## src/hdl/tkdlp_pkg.sv

```systemverilog
// ----------------------------------------------------------------------------
// tkdlp_pkg
// shared types and constants for the two-key debounce / long-press block
// ----------------------------------------------------------------------------
package tkdlp_pkg;

  localparam int unsigned DebounceW = 8;
  localparam int unsigned LongW     = 16;
  localparam int unsigned CountW    = 16;
  localparam int unsigned EventW    = 3;
  localparam int unsigned CfgDataW  = 16;
  localparam int unsigned CfgIndexW = 1;

  localparam logic [DebounceW-1:0] DebounceReset = DebounceW'(10);
  localparam logic [LongW-1:0]     LongReset     = LongW'(5 * 90 * 3);

  // register indexes
  localparam logic [CfgIndexW-1:0] RegDebounce = 1'b0;
  localparam logic [CfgIndexW-1:0] RegLong     = 1'b1;

  // pressed code, bit 0 key one, bit 1 key two
  localparam logic [1:0] KeysNone = 2'b00;
  localparam logic [1:0] KeysBoth = 2'b11;

  // event codes
  localparam logic [EventW-1:0] EvNone = 3'd0;
  localparam logic [EventW-1:0] EvBoth = 3'd5;
  localparam logic [EventW-1:0] LongStep = 3'd2;

  typedef enum logic [4:0] {
    PH_IDLE     = 5'b00001,
    PH_DEBOUNCE = 5'b00010,
    PH_HELD     = 5'b00100,
    PH_LONG     = 5'b01000,
    PH_RELEASE  = 5'b10000
  } phase_t;

  typedef struct packed {
    logic [DebounceW-1:0] debounce_ticks;
    logic [LongW-1:0]     long_press_ticks;
  } cfg_t;

endpackage

```

## src/hdl/tkdlp_if.sv

```systemverilog
// ----------------------------------------------------------------------------
// tkdlp_key_if / tkdlp_event_if
// valid/ready channels for key samples and for event codes
// ----------------------------------------------------------------------------
interface tkdlp_key_if;
  logic valid;
  logic ready;
  logic key_one_level;
  logic key_two_level;

  modport source (output valid, output key_one_level, output key_two_level, input ready);
  modport sink   (input valid, input key_one_level, input key_two_level, output ready);
endinterface

interface tkdlp_event_if;
  logic                           valid;
  logic                           ready;
  logic [tkdlp_pkg::EventW-1:0]   event_code;

  modport source (output valid, output event_code, input ready);
  modport sink   (input valid, input event_code, output ready);
endinterface

```

## src/hdl/tkdlp_fsm.sv

```systemverilog
// ----------------------------------------------------------------------------
// tkdlp_fsm
// scan state machine: phase, latched press code and tick counter
// ----------------------------------------------------------------------------
module tkdlp_fsm (
  input  logic                          clk,
  input  logic                          rst,
  input  logic                          step,
  input  logic [1:0]                    keys_pressed,
  input  tkdlp_pkg::cfg_t               cfg,
  output logic [tkdlp_pkg::EventW-1:0]  ev
);

  tkdlp_pkg::phase_t                   phase, phase_next;
  logic [tkdlp_pkg::EventW-1:0]        press_code, press_code_next;
  logic [tkdlp_pkg::CountW-1:0]        tick_counter, tick_counter_next;
  logic [tkdlp_pkg::CountW-1:0]        cnt_dec;
  logic                                cnt_zero;

  // counter drops before the scan logic looks at it
  assign cnt_dec  = (tick_counter != '0) ? tick_counter - 1'b1 : tick_counter;
  assign cnt_zero = (cnt_dec == '0);

  always_comb begin
    phase_next        = phase;
    press_code_next   = press_code;
    tick_counter_next = cnt_dec;
    ev                = tkdlp_pkg::EvNone;
    unique case (phase)
      tkdlp_pkg::PH_IDLE: begin
        press_code_next = '0;
        if (keys_pressed != tkdlp_pkg::KeysNone) begin
          phase_next        = tkdlp_pkg::PH_DEBOUNCE;
          tick_counter_next = tkdlp_pkg::CountW'(cfg.debounce_ticks);
        end
      end
      tkdlp_pkg::PH_DEBOUNCE: begin
        if (cnt_zero) begin
          press_code_next = tkdlp_pkg::EventW'(keys_pressed);
          if (keys_pressed != tkdlp_pkg::KeysNone) begin
            phase_next        = tkdlp_pkg::PH_HELD;
            tick_counter_next = cfg.long_press_ticks;
          end else begin
            phase_next = tkdlp_pkg::PH_IDLE;
          end
        end
      end
      tkdlp_pkg::PH_HELD: begin
        if (keys_pressed == tkdlp_pkg::KeysBoth) begin
          ev = tkdlp_pkg::EvBoth;
        end else if (keys_pressed == tkdlp_pkg::KeysNone) begin
          phase_next        = tkdlp_pkg::PH_RELEASE;
          tick_counter_next = tkdlp_pkg::CountW'(cfg.debounce_ticks);
        end else if (cnt_zero) begin
          press_code_next = press_code + tkdlp_pkg::LongStep;
          ev              = press_code + tkdlp_pkg::LongStep;
          phase_next      = tkdlp_pkg::PH_LONG;
        end
      end
      tkdlp_pkg::PH_LONG: begin
        if (keys_pressed == tkdlp_pkg::KeysNone) begin
          press_code_next   = '0;
          phase_next        = tkdlp_pkg::PH_RELEASE;
          tick_counter_next = tkdlp_pkg::CountW'(cfg.debounce_ticks);
        end
      end
      tkdlp_pkg::PH_RELEASE: begin
        if (cnt_zero) begin
          ev         = press_code;
          phase_next = tkdlp_pkg::PH_IDLE;
        end
      end
      default: begin
        phase_next = tkdlp_pkg::PH_IDLE;
      end
    endcase
  end

  always_ff @(posedge clk) begin
    if (rst) begin
      phase        <= tkdlp_pkg::PH_IDLE;
      press_code   <= '0;
      tick_counter <= '0;
    end else if (step) begin
      phase        <= phase_next;
      press_code   <= press_code_next;
      tick_counter <= tick_counter_next;
    end
  end

endmodule

```

## src/hdl/two_key_debounce_long_press.sv

```systemverilog
// ----------------------------------------------------------------------------
// two_key_debounce_long_press
// two-key debounce with short press, long press and both-held events
// ----------------------------------------------------------------------------
// Each beat on keys is one scan tick with the two active-low key levels;
// every tick yields exactly one beat on events, in the next cycle, carrying
// 0 (nothing), 1/2 (short press of key one/two), 3 (key one long or both
// short), 4 (key two long) or 5 (both keys held, repeated every tick).
// One tick is taken per clock; the result sits in one output register, so
// the only stall comes from a full output register whose beat is not taken.
// Debounce and long-press times count in ticks, not clocks; the user sets
// them through the write port (index 0 debounce, index 1 long press) only
// while no tick is in flight, and the block itself does not enforce this.
// ----------------------------------------------------------------------------
module two_key_debounce_long_press (
  input  logic                            clk,
  input  logic                            rst,
  tkdlp_key_if.sink                       keys,
  tkdlp_event_if.source                   events,
  input  logic                            cfg_we,
  input  logic [tkdlp_pkg::CfgIndexW-1:0] cfg_index,
  input  logic [tkdlp_pkg::CfgDataW-1:0]  cfg_data
);

  tkdlp_pkg::cfg_t                 cfg;
  logic                            step;
  logic [1:0]                      keys_pressed;
  logic [tkdlp_pkg::EventW-1:0]    ev;
  logic                            out_valid;
  logic [tkdlp_pkg::EventW-1:0]    out_code;

  // configuration registers
  always_ff @(posedge clk) begin
    if (rst) begin
      cfg.debounce_ticks   <= tkdlp_pkg::DebounceReset;
      cfg.long_press_ticks <= tkdlp_pkg::LongReset;
    end else if (cfg_we) begin
      unique case (cfg_index)
        tkdlp_pkg::RegDebounce: cfg.debounce_ticks   <= cfg_data[tkdlp_pkg::DebounceW-1:0];
        tkdlp_pkg::RegLong:     cfg.long_press_ticks <= cfg_data[tkdlp_pkg::LongW-1:0];
        default: ;
      endcase
    end
  end

  // take a tick whenever the output register is empty or being drained
  assign keys.ready   = ~out_valid | events.ready;
  assign step         = keys.valid & keys.ready;

  // pins are active low
  assign keys_pressed = {~keys.key_two_level, ~keys.key_one_level};

  tkdlp_fsm u_fsm (
    .clk          (clk),
    .rst          (rst),
    .step         (step),
    .keys_pressed (keys_pressed),
    .cfg          (cfg),
    .ev           (ev)
  );

  // output register
  always_ff @(posedge clk) begin
    if (rst) begin
      out_valid <= 1'b0;
    end else if (keys.ready) begin
      out_valid <= keys.valid;
    end
  end

  always_ff @(posedge clk) begin
    if (step) begin
      out_code <= ev;
    end
  end

  assign events.valid      = out_valid;
  assign events.event_code = out_code;

endmodule

```

## src/flat_wrapper.sv

```systemverilog
// flat-port wrapper written by rule: the top's interface ports become plain ports
module two_key_debounce_long_press_flat 
  (clk, rst, cfg_we, cfg_index, cfg_data, keys_valid, keys_key_one_level, keys_key_two_level, keys_ready, events_valid, events_event_code, events_ready);
  tkdlp_key_if keys_i ();
  tkdlp_event_if events_i ();
  input  logic clk;
  input  logic rst;
  input  logic cfg_we;
  input  logic [tkdlp_pkg::CfgIndexW-1:0] cfg_index;
  input  logic [tkdlp_pkg::CfgDataW-1:0] cfg_data;
  input wire logic [$bits(keys_i.valid)-1:0] keys_valid;
  input wire logic [$bits(keys_i.key_one_level)-1:0] keys_key_one_level;
  input wire logic [$bits(keys_i.key_two_level)-1:0] keys_key_two_level;
  output wire logic [$bits(keys_i.ready)-1:0] keys_ready;
  output wire logic [$bits(events_i.valid)-1:0] events_valid;
  output wire logic [$bits(events_i.event_code)-1:0] events_event_code;
  input wire logic [$bits(events_i.ready)-1:0] events_ready;
  assign keys_i.valid = keys_valid;
  assign keys_i.key_one_level = keys_key_one_level;
  assign keys_i.key_two_level = keys_key_two_level;
  assign keys_ready = keys_i.ready;
  assign events_valid = events_i.valid;
  assign events_event_code = events_i.event_code;
  assign events_i.ready = events_ready;
  two_key_debounce_long_press u_core (.clk(clk), .rst(rst), .keys(keys_i), .events(events_i), .cfg_we(cfg_we), .cfg_index(cfg_index), .cfg_data(cfg_data));
endmodule
```

## config.mk

```make
export PLATFORM = sky130hd
export DESIGN_NAME = two_key_debounce_long_press_flat
export DESIGN_NICKNAME = d
export VERILOG_FILES = /design/src/hdl/tkdlp_pkg.sv /design/src/hdl/tkdlp_if.sv /design/src/hdl/tkdlp_fsm.sv /design/src/hdl/two_key_debounce_long_press.sv /design/src/flat_wrapper.sv
export SDC_FILE = /design/constraint.sdc
export NUM_CORES = 1
export LEC_CHECK = 0
export ABC_AREA = 1
export BUFFER_PORTS_ARGS = -buffer_cell sky130_fd_sc_hd__buf_2
export CORE_MARGIN = 2
export CORE_UTILIZATION = 30
export CTS_CLUSTER_DIAMETER = 40
export CTS_CLUSTER_SIZE = 30
export DETAILED_ROUTE_END_ITERATION = 8
export PLACE_DENSITY_LB_ADDON = 0.1
export SYNTH_ARGS = -nofsm -noshare
export SYNTH_HDL_FRONTEND = slang
export SYNTH_HIERARCHICAL = 1
export SYNTH_SLANG_ARGS = --single-unit
```

## constraint.sdc

```tcl
create_clock -name clk -period 1.99 [get_ports clk]
set_input_delay 0.199 -clock clk [delete_from_list [all_inputs] [get_ports clk]]
set_output_delay 0.199 -clock clk [all_outputs]
set_load 0.03 [all_outputs]
```

Word level (Yosys, flattened, before mapping) --
Index checks and enable logic that the tools add are counted. Widths: inputs -> output; s select.
Operators by class: add/sub/neg operators 2, eq/ne operators 14, mux-type cells 27, bitwise gates (word level) 6, reductions and logical operators 9
Operator list (count):
- $mux 16 | 6
- $pmux 16 s4 | 1
- $mux 5 | 7
- $mux 3 | 10
- $pmux 5 s5 | 1
- $logic_not 16->1 | 1
- $reduce_bool 16->1 | 1
- $sub 16x1->16 const B | 1
- $ne 2x2->1 const B | 7
- $reduce_and 7->1 | 2
- $pmux 3 s4 | 1
- $pmux 3 s2 | 1
- $eq 5x1->1 const B | 1
- $eq 5x2->1 const B | 1
- $eq 5x3->1 const B | 1
- $eq 5x4->1 const B | 1
- $eq 5x5->1 const B | 1
- $not 1->1 | 4
- $reduce_and 2->1 | 2
- $reduce_bool 4->1 | 1
- $add 3x2->3 const B | 1
- $ne 3x3->1 const B | 1
- $eq 2x2->1 const B | 1
- $logic_not 2->1 | 1
- other kinds (3) | 3
Storage, ports and cells: register bits 52, input bits 24, output and inout port bits 5, word-level logic and storage cells 65

Longest topological paths before layout --
depth in word-level cells 7, mapped depth 18

Modules after synthesis --
Netlist, hierarchy kept.
Modules (own cells, without submodules):
- tkdlp_fsm | instances 1, cells each 453, area an instance 2587.5 sq um
- two_key_debounce_long_press | instances 1, cells each 131, area an instance 1061.0 sq um

Worst setup path before layout --
Ideal clock, no wire load.
path type register -> register, from register u_core/u_fsm/tick_counter[0] in the netlist's numbering, to register u_core.u_fsm.phase[4], data arrival time 1.970 ns, data required time 1.877 ns, setup slack -0.093 ns, stages on the path, launching flop included 17, path buffers 1, period minus slack after synthesis 2.083 ns, cells stage by stage dfxtp_1 inv_1 ha_1 nand2_4 nor2_4 nand2_4 buf_6 o21ai_2 nand2_2 nor2_8 nand3_4 nand2_4 nand2_4 nor2_8 nand2_1 nand2_1 nor2_1
On the way: word-level cells in the longest chain between the ends 5, elaborated cells between the ends (all ways) 8, classes of those cells add/sub: 1; eq/ne: 3; mux: 1; reduce/logical: 3
Ends and longest elaborated chain:
- from (decl) | RTL line tkdlp_fsm.sv:16 | logic [tkdlp_pkg::CountW-1:0] tick_counter, tick_counter_next;
- from (signal assigned) | RTL line tkdlp_fsm.sv:87 | tick_counter <= tick_counter_next;
- $sub 16x1->16 or $reduce_bool 16->1 (tied branches) | RTL line tkdlp_fsm.sv:21 | assign cnt_dec = (tick_counter != '0) ? tick_counter - 1'b1 : tick_counter;
- $mux 16 (*) | RTL line tkdlp_fsm.sv:21
- $logic_not 16->1 (*) | RTL line tkdlp_fsm.sv:22 | assign cnt_zero = (cnt_dec == '0);
- $ne 3x3->1 (no source line) or $ne 2x2->1 (tied branches)
- $reduce_and 7->1 (no source line) (*)
- to (signal assigned) | RTL line tkdlp_fsm.sv:81 | phase <= tkdlp_pkg::PH_IDLE;
- to (signal assigned) | RTL line tkdlp_fsm.sv:85 | phase <= phase_next;
- to (decl) | RTL line tkdlp_fsm.sv:14 | tkdlp_pkg::phase_t phase, phase_next;
Mark *: on every way between the ends. The rest lies on a longest branch, timed or not. A chain may end at the register's enable or synchronous reset.

Worst setup path after layout --
from register u_core/u_fsm/tick_counter[1] in the netlist's numbering, to register u_core.u_fsm.phase[3]
The elaborated chain is that of the path after synthesis.

==> flow_metrics.tcl <==
set metrics [dict create \
    status "finished, violations left" \
    violations "negative setup slack" \
    synth_top_family_by_area "simple AND/OR/NAND/NOR gates" \
    finalNetCount 704 \
    clk_latency_ns 0.29 \
    layout-drive-gt1-share_pct 30.44 \
    n_fill_cell 1283 \
    synthFlopType "dfxtp_1" \
    syn_nets 609 \
    fmax_mhz 476.1 \
    slowest_delay_ns 0.34 \
    power.internal_mw 3.071 \
    routed.top_layer "met4" \
    area_delta_synth_final_pct 32.13 \
    core_area_um2 11960 \
    crit_path_start_kind "register" \
    io_pins 29 \
    slew_headroom_pct 59.65 \
    grt_first_pass_wirelength_um 18660 \
    initial_core_util_pct 30.50 \
    ys_async_sr_fraction_pct 0 \
    p_leak_nw 2.240 \
    hold_end "u_core/cfg[8]" \
    timing.final.crit_share_pct 105.5 \
    track_usage_pct 17.80 \
    r2r_setup_slack_ns -0.11 \
    p_sw_mw 2.329 \
    pre_cts_ws_ns -0.1582 \
    critical_path_class "reg -> reg" \
    postSynthAreaPerCell_um2 6.247 \
    synth_seq_cells 52 \
    endpoint_kind "register" \
    whs_path_depth 3 \
    final_cell_mix "170 x nand2_1, 72 x buf_4, 64 x nor2_1" \
    met1Wirelength_um 5470 \
    fp.dieArea_um2 13060 \
    syn_inst 584 \
    port_buffers 28 \
    r2r_end "u_core/u_fsm/phase[3]" \
    finalSetupTns_ns -1.070 \
    design_area_um2 4821 \
    cpMostUsedCell "nand2_2" \
    cts_tree "built" \
    ant_nets 0 \
    power_mw 5.401 \
    p_comb_share_pct 57.5 \
    drc 0 \
    wirelength_um 10910 \
    dr.pass1.iters 5 \
    wl_met3_um 302 \
    cts.clk_slew.worst_paths_ns 0.07 \
    hold_violations 0 \
    die_w_um 114.3 \
    swShare_pct 43.13 \
    antennaDiodeCount 0 \
    stdcell_count 827 \
    final_common_cell "nand2_1" \
    numCtsBuffers 5 \
    power.density_nw_per_um2 1120 \
    cts_sinks 52 \
    antenna_found_initial 0 \
    rows 40 \
    grt_pass1_vias 3771 \
    cts-root-buf "clkbuf_16" \
    crit_chain "inv_2 > ha_4 > nand2_8 > nor2_4 > nand2_8 > buf_12 > nand2_2 > nand4_1 > nor2_2 > nand2_2 > nand2_2 > nand2_4 > nor2_8 > nand2_1 > nand2_1 > nor2_1" \
    placed_area_um2 4410 \
    num_vias 3927 \
    hold_class "in -> reg" \
    synth_cell_types 39 \
    r2r_start "u_core/u_fsm/tick_counter[1]" \
    viasPerCell 4.748 \
    dr_wl_met2_um 4880 \
    synth_compound_area_share_pct 15.84 \
    muxShareOfSynthArea_pct 0 \
    fin_skew_ns 0.006105 \
    synth_edf_count 3 \
    clockBufferDepth 2 \
    grt-ovfl-total 0 \
    drt-initial-drc-count 243 \
    worstPathMaxFanout 10 \
    die_h_um 114.3 \
    synthXorXnorAreaFrac_pct 0.7202 \
    worst_ir_drop_vdd_mv 0.3730 \
    fin_ws_ns -0.1104 \
    hold_path_startpoint "cfg_data[8]" \
    synth_simple_gate_area_share_pct 45.30 \
    cts_max_level 2 \
    rsz0062_at_grt "yes" \
    final-max-slew-violation-count 0 \
    clkPwrFrac_pct 18.7 \
    crit_required_ns 2.19 \
    holdBufCountCts 0 \
    hpwl_um 8471 \
    crit_arrival_ns 2.30 \
    wire_per_inst_um 13.19 \
    ys_warn_count 6 \
    finalWeightedCongestion 0.8730 \
    dp.cells 812 \
    crit_slowest_cell "dfxtp_2" \
    ff2ff_path_depth 16 \
    max-cap-violations 0 \
    synthAdderAreaFrac_pct 0.3429 \
    synth_area_um2 3648 \
    tightest_slew_ns 0.6046 \
    setup_viol 21 \
    grt_start_max_net_pins 35 \
    seq_power_share_pct 23.7 \
    min_period_ns 2.100 \
    yosysSeqAreaShare_pct 29.36 \
]
[stage by stage]
stage,hold slack (ns),util (%)
after floorplan,0.2681,-
after global placement,0.3961,36.87
after detailed placement,0.4051,36.87
after CTS,0.09707,39.83
after global routing,0.1118,40.30
final,0.1020,40.30
[flip-flops by register name, indices dropped and copies added (netlist names)]
name and flops:
u_core/u_fsm/tick_counter 16, u_core/u_fsm/press_code 3, u_core/u_fsm/phase 5, u_core/events.valid 1, u_core/cfg 24, u_core/events.event_code 3
[timing repair]
action	in CTS	in global routing
pin swaps	13	4
endpoints found under the setup margin	25	27
buffers inserted	5	1
cloned	1	0
resized for setup	38	21
[per-layer routing]
metal | vias up | global-route usage [%]
li1 | 2088 | -
met1 | 1758 | 24.59
met2 | 64 | 28.97
met3 | 17 | 2.118
met4 | 0 | 5.691
met5 | - | 0
[cells in the mapped netlist (2+ instances only)]
master	count	area share, %
o21a_1	2	0.41
a21oi_1	40	5.5
nor2_2	11	1.9
o21ai_1	7	0.96
nand4_1	15	2.6
inv_2	4	0.41
o21ai_2	2	0.48
nor2_1	71	7.3
nand2_2	18	3.1
dfxtp_1	49	27
inv_1	49	5.0
buf_6	2	0.62
xor2_1	2	0.48
o21ai_0	45	6.2
clkbuf_1	11	1.1
nor2_4	8	2.5
a211oi_1	6	1.2
nor2_8	2	1.1
nand3_2	2	0.55
edfxtp_1	3	2.5
nand3b_1	4	0.82
nor3_2	2	0.55
nand3_1	30	4.1
nand2_1	180	19
nand2_4	5	1.5
[worst max-delay path by stage]
stage | start | to | slack [ns] | cells after the start
global placement | u_core/u_fsm/tick_counter[5] | u_core/u_fsm/phase[2] | -0.11 | 16
detailed placement | u_core/u_fsm/tick_counter[1] | u_core/u_fsm/phase[3] | -0.16 | 15
finish | u_core/u_fsm/tick_counter[1] | u_core/u_fsm/phase[3] | -0.11 | 16
floorplan | u_core/u_fsm/tick_counter[1] | u_core/u_fsm/phase[4] | 0.03 | 16
CTS | u_core/u_fsm/tick_counter[1] | u_core/u_fsm/phase[3] | -0.13 | 16
global route | u_core/u_fsm/tick_counter[1] | u_core/u_fsm/press_code[1] | -0.25 | 14
[power groups by stage]
stage | sequential (mW) | combinational [mW] | clock (mW)
after floorplan | 1.28 | 1.72 | 0
after global placement | 1.29 | 2.84 | 0
after detailed placement | 1.29 | 2.83 | 0
after CTS | 1.28 | 3.04 | 1.05
after global routing | 1.30 | 3.46 | 1.08
final | 1.28 | 3.11 | 1.01
[critical path: cells and delay by family (launching register included)]
| family | cells | cell delay (ns) |
|---|---|---|
| and+or+nand+nor | 13 | 1.25 |
| adders and majority gates | 1 | 0.17 |
| buffers and inverters | 2 | 0.23 |
| DFF | 1 | 0.34 |
[layout make-up]
type | instances | area (um^2) | area share (%)
multi-input cells | 462 | 2442 | 50.66
flip-flops and latches | 52 | 1080 | 22.40
repair buffers | 104 | 734.5 | 15.23
inverters | 54 | 210.2 | 4.360
well taps | 147 | 183.9 | 3.815
clock buffers | 5 | 125.1 | 2.595
clock inverters | 3 | 45.04 | 0.9343
[cells by family after synthesis]
group | count (synthesis)
compound gates | 106
xor+xnor | 3
fa+ha+maj | 1
buf+inv | 71
flops | 52
simple gates | 351
Power figures use the tool's default switching activity.
